### config.mk
export PLATFORM = sky130hd
export DESIGN_NAME = cell_temperature_scan_monitor
export DESIGN_NICKNAME = d
export VERILOG_FILES = /design/src/rtl/core/cts_mon_pkg.sv /design/src/rtl/core/cell_temperature_scan_monitor.sv /design/src/rtl/core/cts_mon_scan.sv /design/src/rtl/core/cts_mon_supervisor.sv /design/src/rtl/core/cts_mon_average.sv
export SDC_FILE = /design/constraint.sdc
export NUM_CORES = 1
export LEC_CHECK = 0
export BUFFER_PORTS_ARGS = -buffer_cell sky130_fd_sc_hd__buf_2
export CORE_AREA = 2 2 232 234
export DETAILED_ROUTE_END_ITERATION = 16
export DIE_AREA = 0 0 234 236
export HOLD_SLACK_MARGIN = 0.08
export PLACE_DENSITY = 0.66
export SLEW_MARGIN = 20
export SYNTH_ARGS = -nofsm -noshare
export SYNTH_HDL_FRONTEND = slang
export SYNTH_HIERARCHICAL = 1
export SYNTH_SLANG_ARGS = --single-unit
### constraint.sdc
create_clock -name clock -period 25.8 [get_ports clock]
set_clock_uncertainty 0.05 [all_clocks]
set_input_delay 5.16 -clock clock [delete_from_list [all_inputs] [get_ports clock]]
set_output_delay 5.16 -clock clock [all_outputs]
set_load 0.005 [all_outputs]
### src/rtl/core/cts_mon_pkg.sv
`timescale 1ns / 1ps
// ----------------------------------------------------------------------------
// Cell temperature scan monitor package
// Shared beat types, command and register codes, reset values and limits.
// ----------------------------------------------------------------------------
package cts_mon_pkg;

   // Command codes of a request beat
   localparam logic [1:0] CMD_READING    = 2'd0;
   localparam logic [1:0] CMD_CHARGE_REQ = 2'd1;
   localparam logic [1:0] CMD_TICK       = 2'd2;

   // Register indexes on the csr port
   localparam int CSR_INDEX_W = 3;
   localparam int CSR_DATA_W  = 16;

   localparam logic [CSR_INDEX_W-1:0] REG_DISCHARGE_MAX  = 3'd0;
   localparam logic [CSR_INDEX_W-1:0] REG_DISCHARGE_MIN  = 3'd1;
   localparam logic [CSR_INDEX_W-1:0] REG_CHARGE_MAX     = 3'd2;
   localparam logic [CSR_INDEX_W-1:0] REG_CHARGE_MIN     = 3'd3;
   localparam logic [CSR_INDEX_W-1:0] REG_ERROR_LIMIT    = 3'd4;
   localparam logic [CSR_INDEX_W-1:0] REG_OPEN_LIMIT     = 3'd5;
   localparam logic [CSR_INDEX_W-1:0] REG_SHORT_LIMIT    = 3'd6;
   localparam logic [CSR_INDEX_W-1:0] REG_CHARGE_TIMEOUT = 3'd7;

   // Register reset values
   localparam logic signed [7:0]  DISCHARGE_MAX_RST  = 8'sd60;
   localparam logic signed [7:0]  DISCHARGE_MIN_RST  = -8'sd20;
   localparam logic signed [7:0]  CHARGE_MAX_RST     = 8'sd45;
   localparam logic signed [7:0]  CHARGE_MIN_RST     = 8'sd0;
   localparam logic signed [15:0] ERROR_LIMIT_RST    = 16'sd120;
   localparam logic signed [15:0] OPEN_LIMIT_RST     = -16'sd4000;
   localparam logic signed [15:0] SHORT_LIMIT_RST    = 16'sd14000;
   localparam logic [15:0]        CHARGE_TIMEOUT_RST = 16'd5000;

   // Charger request state that means on / safe
   localparam logic [7:0] STATE_ON = 8'h01;

   // Debounce: the scan that finds the count at this value latches the fault
   localparam logic [2:0] DEBOUNCE_LAST = 3'd4;

   localparam logic [4:0]  COUNT_MAX = 5'd31;
   localparam logic [16:0] TICK_MAX  = 17'h1FFFF;

   typedef struct packed {
      logic [1:0]         command;
      logic signed [15:0] temperature;
      logic [7:0]         power_state;
      logic [7:0]         safety_state;
   } req_item_type;

   typedef struct packed {
      logic signed [15:0] average;
      logic signed [15:0] hottest;
      logic signed [15:0] coldest;
      logic [4:0]         hottest_count;
      logic               charging;
      logic               open_fault;
      logic               short_fault;
      logic               limit_fault;
      logic               fault_line;
   } rsp_item_type;

   typedef struct packed {
      logic signed [7:0]  discharge_max;
      logic signed [7:0]  discharge_min;
      logic signed [7:0]  charge_max;
      logic signed [7:0]  charge_min;
      logic signed [15:0] error_limit;
      logic signed [15:0] open_limit;
      logic signed [15:0] short_limit;
      logic [15:0]        charge_timeout;
   } cfg_type;

   // Scan unit view of the reading in the input register
   typedef struct packed {
      logic               last;
      logic               open_hit;
      logic               short_hit;
      logic signed [15:0] hottest;
      logic signed [15:0] coldest;
      logic [4:0]         hottest_count;
   } scan_info_type;

   // Mode and fault flags as they stand after the current beat
   typedef struct packed {
      logic charging;
      logic open_fault;
      logic short_fault;
      logic limit_fault;
      logic fault_line;
   } status_type;

endpackage

### src/rtl/core/cell_temperature_scan_monitor.sv
`timescale 1ns / 1ps
// ----------------------------------------------------------------------------
// Cell temperature scan monitor
// Collects CELLS readings per scan and reports statistics, mode and faults.
// ----------------------------------------------------------------------------
// Usage:
//   req_*  : one beat per reading, charge request or 1 ms tick.
//   rsp_*  : one summary beat for every reading that closes a scan; other
//            beats produce nothing.
//   csr_*  : register writes, always ready; write only while the block idles.
// Pipeline: input register, scan/supervisor update into a summary register,
//   then the averaging multiply into the output register. A closing reading
//   passes through these registers in that order before it shows on rsp_valid.
// Throughput: one beat per cycle on req while req_ready is high; the summary
//   register and output register act as a two-entry buffer toward rsp.
// Stall: while rsp_ready is low the summary beats back up; once both
//   registers are full the next scan-closing reading holds the input
//   register and req_ready drops. Non-closing beats keep flowing.
// Reset: synchronous; registers return to their defaults, the scan restarts
//   at cell zero, mode is discharge and all faults are clear.
// ----------------------------------------------------------------------------
module cell_temperature_scan_monitor #(
   parameter int CELLS = 24
) (
   input  logic                                       clock,
   input  logic                                       reset,
   input  logic                                       req_valid,
   output logic                                       req_ready,
   input  cts_mon_pkg::req_item_type                  req_item,
   output logic                                       rsp_valid,
   input  logic                                       rsp_ready,
   output cts_mon_pkg::rsp_item_type                  rsp_item,
   input  logic                                       csr_valid,
   output logic                                       csr_ready,
   input  logic [cts_mon_pkg::CSR_INDEX_W-1:0]        csr_index,
   input  logic [cts_mon_pkg::CSR_DATA_W-1:0]         csr_data
);
   import cts_mon_pkg::*;

   localparam int SUM_W = 16 + $clog2(CELLS);

   cfg_type       cfg_ff;

   logic          a_valid_ff;
   req_item_type  a_item_ff;
   logic          a_close;
   logic          a_move;
   logic          a_free;

   logic                    b_valid_ff;
   logic signed [SUM_W-1:0] b_sum_ff;
   scan_info_type           b_info_ff;
   status_type              b_status_ff;
   logic                    b_move;
   logic                    b_free;

   logic          rsp_valid_ff;
   rsp_item_type  rsp_item_ff;
   logic          c_free;

   scan_info_type           info;
   status_type              status;
   logic signed [SUM_W-1:0] sum_next;
   logic signed [15:0]      average;

   // Register file
   assign csr_ready = 1'b1;

   always_ff @(posedge clock) begin
      if (reset) begin
         cfg_ff.discharge_max  <= DISCHARGE_MAX_RST;
         cfg_ff.discharge_min  <= DISCHARGE_MIN_RST;
         cfg_ff.charge_max     <= CHARGE_MAX_RST;
         cfg_ff.charge_min     <= CHARGE_MIN_RST;
         cfg_ff.error_limit    <= ERROR_LIMIT_RST;
         cfg_ff.open_limit     <= OPEN_LIMIT_RST;
         cfg_ff.short_limit    <= SHORT_LIMIT_RST;
         cfg_ff.charge_timeout <= CHARGE_TIMEOUT_RST;
      end else if (csr_valid && csr_ready) begin
         unique case (csr_index)
            REG_DISCHARGE_MAX:  cfg_ff.discharge_max  <= signed'(csr_data[7:0]);
            REG_DISCHARGE_MIN:  cfg_ff.discharge_min  <= signed'(csr_data[7:0]);
            REG_CHARGE_MAX:     cfg_ff.charge_max     <= signed'(csr_data[7:0]);
            REG_CHARGE_MIN:     cfg_ff.charge_min     <= signed'(csr_data[7:0]);
            REG_ERROR_LIMIT:    cfg_ff.error_limit    <= signed'(csr_data);
            REG_OPEN_LIMIT:     cfg_ff.open_limit     <= signed'(csr_data);
            REG_SHORT_LIMIT:    cfg_ff.short_limit    <= signed'(csr_data);
            REG_CHARGE_TIMEOUT: cfg_ff.charge_timeout <= csr_data;
         endcase
      end
   end

   // Pipeline flow control
   assign c_free    = !rsp_valid_ff || rsp_ready;
   assign b_move    = b_valid_ff && c_free;
   assign b_free    = !b_valid_ff || b_move;
   assign a_close   = (a_item_ff.command == CMD_READING) && info.last;
   // hold a closing beat until the summary register has room
   assign a_move    = a_valid_ff && (!a_close || b_free);
   assign a_free    = !a_valid_ff || a_move;
   assign req_ready = a_free;

   always_ff @(posedge clock) begin
      if (reset) begin
         a_valid_ff <= 1'b0;
      end else if (a_free) begin
         a_valid_ff <= req_valid;
      end
      if (req_valid && req_ready) begin
         a_item_ff <= req_item;
      end
   end

   cts_mon_scan #(
      .CELLS (CELLS)
   ) u_scan (
      .clock       (clock),
      .reset       (reset),
      .commit      (a_move && (a_item_ff.command == CMD_READING)),
      .temperature (a_item_ff.temperature),
      .cfg         (cfg_ff),
      .info        (info),
      .sum_next    (sum_next)
   );

   cts_mon_supervisor u_supervisor (
      .clock        (clock),
      .reset        (reset),
      .commit       (a_move),
      .command      (a_item_ff.command),
      .power_state  (a_item_ff.power_state),
      .safety_state (a_item_ff.safety_state),
      .info         (info),
      .cfg          (cfg_ff),
      .status       (status)
   );

   // Summary register
   always_ff @(posedge clock) begin
      if (reset) begin
         b_valid_ff <= 1'b0;
      end else if (b_free) begin
         b_valid_ff <= a_move && a_close;
      end
      if (a_move && a_close) begin
         b_sum_ff    <= sum_next;
         b_info_ff   <= info;
         b_status_ff <= status;
      end
   end

   cts_mon_average #(
      .CELLS (CELLS)
   ) u_average (
      .sum     (b_sum_ff),
      .average (average)
   );

   // Output register
   always_ff @(posedge clock) begin
      if (reset) begin
         rsp_valid_ff <= 1'b0;
      end else if (c_free) begin
         rsp_valid_ff <= b_valid_ff;
      end
      if (b_move) begin
         rsp_item_ff.average       <= average;
         rsp_item_ff.hottest       <= b_info_ff.hottest;
         rsp_item_ff.coldest       <= b_info_ff.coldest;
         rsp_item_ff.hottest_count <= b_info_ff.hottest_count;
         rsp_item_ff.charging      <= b_status_ff.charging;
         rsp_item_ff.open_fault    <= b_status_ff.open_fault;
         rsp_item_ff.short_fault   <= b_status_ff.short_fault;
         rsp_item_ff.limit_fault   <= b_status_ff.limit_fault;
         rsp_item_ff.fault_line    <= b_status_ff.fault_line;
      end
   end

   assign rsp_valid = rsp_valid_ff;
   assign rsp_item  = rsp_item_ff;

`ifndef SYNTHESIS
   a_req_lands: assert property (@(posedge clock) disable iff (reset)
      req_valid && req_ready |=> a_valid_ff)
      else $error("accepted request beat did not reach the input register");

   a_close_room: assert property (@(posedge clock) disable iff (reset)
      a_move && a_close |-> b_free)
      else $error("scan summary advanced into a full summary register");

   a_summary_held: assert property (@(posedge clock) disable iff (reset)
      b_valid_ff && !b_move |=> b_valid_ff)
      else $error("stalled scan summary was dropped");

   a_fault_line: assert property (@(posedge clock) disable iff (reset)
      rsp_valid |-> (rsp_item.fault_line == !(rsp_item.open_fault
         || rsp_item.short_fault || rsp_item.limit_fault)))
      else $error("fault line disagrees with latched faults");
`endif

endmodule

### src/rtl/core/cts_mon_scan.sv
`timescale 1ns / 1ps
// ----------------------------------------------------------------------------
// Scan accumulator
// Tracks cell position, running sum, hottest, coldest and hottest count.
// ----------------------------------------------------------------------------
module cts_mon_scan #(
   parameter int CELLS = 24
) (
   input  logic                                   clock,
   input  logic                                   reset,
   input  logic                                   commit,
   input  logic signed [15:0]                     temperature,
   input  cts_mon_pkg::cfg_type                   cfg,
   output cts_mon_pkg::scan_info_type             info,
   output logic signed [16+$clog2(CELLS)-1:0]     sum_next
);
   import cts_mon_pkg::*;

   localparam int SUM_W = 16 + $clog2(CELLS);
   localparam int IDX_W = (CELLS > 1) ? $clog2(CELLS) : 1;
   localparam logic [IDX_W-1:0] IDX_LAST = IDX_W'(CELLS - 1);

   logic [IDX_W-1:0]         idx_ff, idx_in;
   logic signed [SUM_W-1:0]  sum_ff, sum_in;
   logic signed [15:0]       max_ff, max_in;
   logic signed [15:0]       min_ff, min_in;
   logic [4:0]               cnt_ff, cnt_in;

   logic                     first;
   logic                     bad;
   logic                     raise;
   logic signed [SUM_W-1:0]  base_sum;
   logic signed [15:0]       base_max;
   logic signed [15:0]       base_min;
   logic [4:0]               base_cnt;
   logic [4:0]               cnt_mid;

   always_comb begin
      first    = (idx_ff == '0);
      base_sum = first ? '0 : sum_ff;
      base_max = first ? 16'(cfg.discharge_min) : max_ff;
      base_min = first ? 16'(cfg.discharge_max) : min_ff;
      base_cnt = first ? 5'd0 : cnt_ff;

      info.open_hit  = (temperature < cfg.open_limit);
      info.short_hit = (temperature > cfg.short_limit);
      bad            = info.open_hit | info.short_hit;

      sum_in  = base_sum;
      max_in  = base_max;
      min_in  = base_min;
      cnt_in  = base_cnt;
      raise   = 1'b0;
      cnt_mid = base_cnt;
      // drop a faulty reading from all statistics
      if (!bad) begin
         sum_in  = base_sum + SUM_W'(temperature);
         raise   = (temperature > base_max) && (temperature < cfg.error_limit);
         max_in  = raise ? temperature : base_max;
         cnt_mid = raise ? 5'd0 : base_cnt;
         min_in  = (temperature < base_min) ? temperature : base_min;
         cnt_in  = ((temperature == max_in) && (cnt_mid != COUNT_MAX)) ?
                   cnt_mid + 5'd1 : cnt_mid;
      end

      info.last          = (idx_ff == IDX_LAST);
      info.hottest       = max_in;
      info.coldest       = min_in;
      info.hottest_count = cnt_in;
      idx_in             = info.last ? '0 : idx_ff + IDX_W'(1);
   end

   assign sum_next = sum_in;

   always_ff @(posedge clock) begin
      if (reset) begin
         idx_ff <= '0;
         sum_ff <= '0;
         max_ff <= 16'(DISCHARGE_MIN_RST);
         min_ff <= 16'(DISCHARGE_MAX_RST);
         cnt_ff <= 5'd0;
      end else if (commit) begin
         idx_ff <= idx_in;
         sum_ff <= sum_in;
         max_ff <= max_in;
         min_ff <= min_in;
         cnt_ff <= cnt_in;
      end
   end

endmodule

### src/rtl/core/cts_mon_supervisor.sv
`timescale 1ns / 1ps
// ----------------------------------------------------------------------------
// Mode and fault supervisor
// Charge mode, request timeout, limit debounce and latched fault flags.
// ----------------------------------------------------------------------------
module cts_mon_supervisor (
   input  logic                       clock,
   input  logic                       reset,
   input  logic                       commit,
   input  logic [1:0]                 command,
   input  logic [7:0]                 power_state,
   input  logic [7:0]                 safety_state,
   input  cts_mon_pkg::scan_info_type info,
   input  cts_mon_pkg::cfg_type       cfg,
   output cts_mon_pkg::status_type    status
);
   import cts_mon_pkg::*;

   logic        mode_ff, mode_in;
   logic [16:0] ticks_ff, ticks_in;
   logic [2:0]  deb_ff, deb_in;
   logic        open_ff, open_in;
   logic        short_ff, short_in;
   logic        limit_ff, limit_in;

   logic               is_read;
   logic               mode_close;
   logic signed [15:0] hi_lim;
   logic signed [15:0] lo_lim;
   logic               out_of_limits;

   always_comb begin
      is_read    = (command == CMD_READING);
      mode_close = mode_ff && !(ticks_ff > 17'(cfg.charge_timeout));
      hi_lim     = mode_close ? 16'(cfg.charge_max) : 16'(cfg.discharge_max);
      lo_lim     = mode_close ? 16'(cfg.charge_min) : 16'(cfg.discharge_min);
      out_of_limits = ((info.hottest > hi_lim) && (info.hottest < cfg.error_limit))
                      || (info.coldest < lo_lim);

      mode_in  = mode_ff;
      ticks_in = ticks_ff;
      deb_in   = deb_ff;
      open_in  = open_ff  | (is_read & info.open_hit);
      short_in = short_ff | (is_read & info.short_hit);
      limit_in = limit_ff;

      case (command)
         CMD_CHARGE_REQ: begin
            if ((power_state == STATE_ON) && (safety_state == STATE_ON)) begin
               mode_in  = 1'b1;
               ticks_in = '0;
            end
         end
         CMD_TICK: begin
            if (ticks_ff != TICK_MAX) begin
               ticks_in = ticks_ff + 17'd1;
            end
         end
         CMD_READING: begin
            // scan close: time out the charge mode, then debounce the limits
            if (info.last) begin
               mode_in = mode_close;
               if (out_of_limits) begin
                  if (deb_ff == DEBOUNCE_LAST) begin
                     limit_in = 1'b1;
                     deb_in   = 3'd0;
                  end else begin
                     deb_in = deb_ff + 3'd1;
                  end
               end
            end
         end
         default: begin
         end
      endcase

      status.charging    = mode_in;
      status.open_fault  = open_in;
      status.short_fault = short_in;
      status.limit_fault = limit_in;
      status.fault_line  = !(open_in | short_in | limit_in);
   end

   always_ff @(posedge clock) begin
      if (reset) begin
         mode_ff  <= 1'b0;
         ticks_ff <= '0;
         deb_ff   <= 3'd0;
         open_ff  <= 1'b0;
         short_ff <= 1'b0;
         limit_ff <= 1'b0;
      end else if (commit) begin
         mode_ff  <= mode_in;
         ticks_ff <= ticks_in;
         deb_ff   <= deb_in;
         open_ff  <= open_in;
         short_ff <= short_in;
         limit_ff <= limit_in;
      end
   end

endmodule

### src/rtl/core/cts_mon_average.sv
`timescale 1ns / 1ps
// ----------------------------------------------------------------------------
// Scan average
// Divides the scan sum by the cell count through a reciprocal multiply,
// truncating toward zero.
// ----------------------------------------------------------------------------
module cts_mon_average #(
   parameter int CELLS = 24
) (
   input  logic signed [16+$clog2(CELLS)-1:0] sum,
   output logic signed [15:0]                 average
);
   localparam int SUM_W   = 16 + $clog2(CELLS);
   localparam int MAG_W   = SUM_W;
   localparam int SHIFT   = MAG_W + $clog2(CELLS);
   localparam int RECIP_W = MAG_W + 1;
   localparam int PROD_W  = MAG_W + RECIP_W;
   // ceil(2^SHIFT / CELLS): exact quotient for every magnitude below 2^MAG_W
   localparam logic [RECIP_W-1:0] RECIP =
      RECIP_W'(((64'd1 << SHIFT) + 64'(CELLS) - 64'd1) / 64'(CELLS));

   logic              neg;
   logic [MAG_W-1:0]  mag;
   logic [PROD_W-1:0] prod;
   logic [15:0]       quot;

   assign neg     = sum[SUM_W-1];
   assign mag     = neg ? (MAG_W'(0) - MAG_W'(sum)) : MAG_W'(sum);
   assign prod    = PROD_W'(mag) * PROD_W'(RECIP);
   assign quot    = prod[SHIFT +: 16];
   assign average = neg ? signed'(16'd0 - quot) : signed'(quot);

endmodule

==> run metrics <==
status=complete, no violations; startpoint types=primary input; # port buffers=117; Fmax=89.5 MHz; area taken by multi-input logic gates=0.0160 sq mm; register area=0.00838 sq mm; Main synth FF type=dfxtp_1; Synth area leader=edfxtp_1; crit share post-route=43.3%; critical path's top delay family=simple AND/OR/NAND/NOR gates; Yosys top cell area share=17.9%; Layout area overhead=10.2%; Max H-tree Level=2; placed insts=3420; Final Hold Vio Count=0; CTS clk-pin slew, worst paths=0.06 ns; WL/cell=18.7 um; post-route minimum period=11.17 ns; cts hold-fix bufs=0; synthesized instance count=2673; Seq/Total Area, Yosys=32.2%; Vias/cell=5.71; average size of a mapped cell=9.74 sq um; Yosys warnings=6; worst reg2reg endpoint=rsp_item[54]; largest net degree at the start of global routing=128; DRT iter0 DRCs=1432; TritonCTS clock tree=built; reg-to-reg slack, setup=16.28 ns; Starting Density=49.0%; Arrival @ worst endpoint=5.96 ns; Root Driver=clkbuf_16; cts bufs inserted=39; MaxCap Viol Count=0; Crit. End Element=output pin; Crit path top cell by count=buf_2; Slew Viols, Final=0; hold wc startpoint=b_info_ff[18]; gr usage total=23.7%; count of cell types in the netlist=107; Max clock buf depth=3; #FFs+latches synth=341; Post-synth EDFFs=155; area of the mapped netlist=0.0260 sq mm; fraction of final layout cells sized beyond drive strength 1=10.3%; maximum vdd drop=0.0514 mV; DR pass1 iterations=5; final setup TNS=0 ns; post-route cell area=0.0287 sq mm; final-stage net count=3272; Final ANT Viol Nets=0; die width=234 um; I/O pins=119; Synth async-reset ratio=0%; first-pass GRT wire length=104000 um; Cell Count, Final, Fillers Out=3495; Resized cells post-CTS=0; WHS Endpoint=rsp_item[23]; initial antenna violation count=0; RD Place Congestion=0.898; Hold WC Path Type=register to register; Layout fillers=4616; Rows=85; dpl cell area=0.0273 sq mm; slowest CP cell=and3b_1; DIE AREA=0.0552 sq mm; largest cells by area after synthesis=edfxtp_1, ha_1, dfxtp_1; Clock Sinks=341; PnR Total Power=1.37 mW; Crit Path Max Fanout=6; crit-path max cell delay=0.42 ns; Reg2Reg Depth=27; routed vias=20000; Die H=236 um; Worst Hold Depth=0; P per Cell Area=47.6 mW/mm^2; Post-CTS Setup Bufs=0; # diodes=0; final setup fails=0; worst skew pair latency=0.56 ns; Crit path depth=4; number of global-route vias before repair=19600; Core Area=0.0531 sq mm; drc violations=0; reg2reg start=b_sum_ff[3]; Crit path buffers/inverters=2; CP required=20.59 ns; worst-path cell chain=buf_2, and3b_1, nand2_1, buf_2; max_slew headroom=26.7%; final wirelength=65500 um; RSZ-0062 raised after global routing=no; Crit Path Class=primary input to output pin; DP HPWL=50000 um; worst slew pin tran=1.08 ns; total gr overflow=0; leakage power=13.1 nW
-- cells by family (layout without fill, tap and decap cells) --
logic type / count (synthesis) / in the layout / synth area share [%]
and+or+nand+nor: 732 / 732 / 14.8
AOI/OAI and AO/OA: 455 / 455 / 11.8
adders and majority gates: 445 / 445 / 24.9
buffers and inverters: 435 / 560 / 6.56
DFF: 341 / 341 / 32.2
muxes: 164 / 164 / 6.40
xor gates and xnor gates: 98 / 98 / 3.38
other: 3 / 4 / 0.0433
-- Yosys cell counts (16+ instances only) --
master / count
inv_1: 343
ha_1: 325
nor2_1: 194
dfxtp_1: 186
nand2_1: 161
a21oi_1: 155
edfxtp_1: 155
mux2i_1: 147
fa_1: 120
nand2b_1: 103
o21ai_0: 71
xnor2_1: 59
clkbuf_1: 57
nand3_1: 54
xor2_1: 37
a21o_1: 35
nor3_1: 35
and2_1: 29
nand4_1: 25
buf_2: 20
mux2_2: 16
nor4_1: 16
-- per-stage QoR --
step | util (%) | setup slack [ns] | hold slack (ns)
floorplan | - | 15.00 | 0.350
global placement | 51.5 | 14.65 | 0.353
detailed placement | 51.5 | 14.64 | 0.355
CTS | 53.9 | 14.63 | 0.366
global route | 54.1 | 14.60 | 0.375
finish | 54.1 | 14.63 | 0.365
-- per-layer routing --
| metal | routed length, um | track usage, % | up-vias | part of all wire, % |
|---|---|---|---|---|
| met4 | 1710 | 7.31 | 0 | 2.6 |
| met3 | 4310 | 3.41 | 113 | 6.6 |
| li1 | - | - | 9511 | - |
| met2 | 29200 | 35.8 | 617 | 45 |
| met5 | 0 | 0 | - | 0 |
| met1 | 30300 | 34.9 | 9714 | 46 |
-- where the power goes --
part | leakage [nW] | total [mW] | internal [mW] | switching, mW
logic | 9.58 | 0.212 | 0.0833 | 0.129
clock network | 0.637 | 0.562 | 0.333 | 0.229
registers | 2.93 | 0.592 | 0.577 | 0.0153
total | 13.1 | 1.37 | 0.993 | 0.373
-- layout make-up --
| cell class | instances | area share (%) |
|---|---|---|
| Clock inverter | 17 | 0.654 |
| Timing Repair Buffer | 145 | 3.00 |
| Sequential cell | 341 | 29.2 |
| Multi-Input combinational cell | 1898 | 55.8 |
| Clock buffer | 54 | 3.85 |
| Inverter | 344 | 4.50 |
| Tap cell | 696 | 3.03 |
-- sequential cells by signal, indices dropped and copies added, names as in the netlist, 3 cells and up --
signal and cells:
a_item_ff 34, u_scan/sum_ff 21, u_scan/max_ff 16, b_sum_ff 21, u_scan/idx_ff 5, b_status_ff 5, u_supervisor/ticks_ff 17, rsp_item 58
u_scan/min_ff 16, cfg_ff 96, u_supervisor/deb_ff 3, u_scan/cnt_ff 5, b_info_ff 37
-- worst max path at each step --
| stage | startpoint | to | slack [ns] |
|---|---|---|---|
| CTS | rsp_ready | req_ready | 14.63 |
| detailed placement | rsp_ready | req_ready | 14.64 |
| finish | rsp_ready | req_ready | 14.63 |
| global placement | rsp_ready | req_ready | 14.65 |
| floorplan | rsp_ready | req_ready | 15.00 |
| global route | rsp_ready | req_ready | 14.60 |
-- placed cells by master (no fill, tap or decap), types with 6 or more instances in the layout --
cell         n
clkbuf_1     9
a211oi_1    15
inv_1      343
nor4b_1      7
o21ai_0     71
a211o_1      7
a221oi_1     6
o211ai_1    10
o311ai_0    15
and2_1      28
a21oi_1    155
and4_1      10
fa_1       120
nand4_1     25
clkinv_2     7
a21bo_2     13
nand3_1     54
nor4_1      16
a31oi_1     11
ha_1       325
xnor2_1     59
a21o_1      35
mux2_2      16
buf_2      116
or3_1       11
nor2_1     193
buf_4       25
edfxtp_1   155
mux2i_1    147
nor3_1      35
o21a_1      13
nand2b_1   103
dfxtp_1    186
clkbuf_16   41
nor2b_1     14
o31ai_1     10
nand2_1    161
xor2_1      37
and3_1      14
No activity file was read; power rests on OpenSTA's default activity.
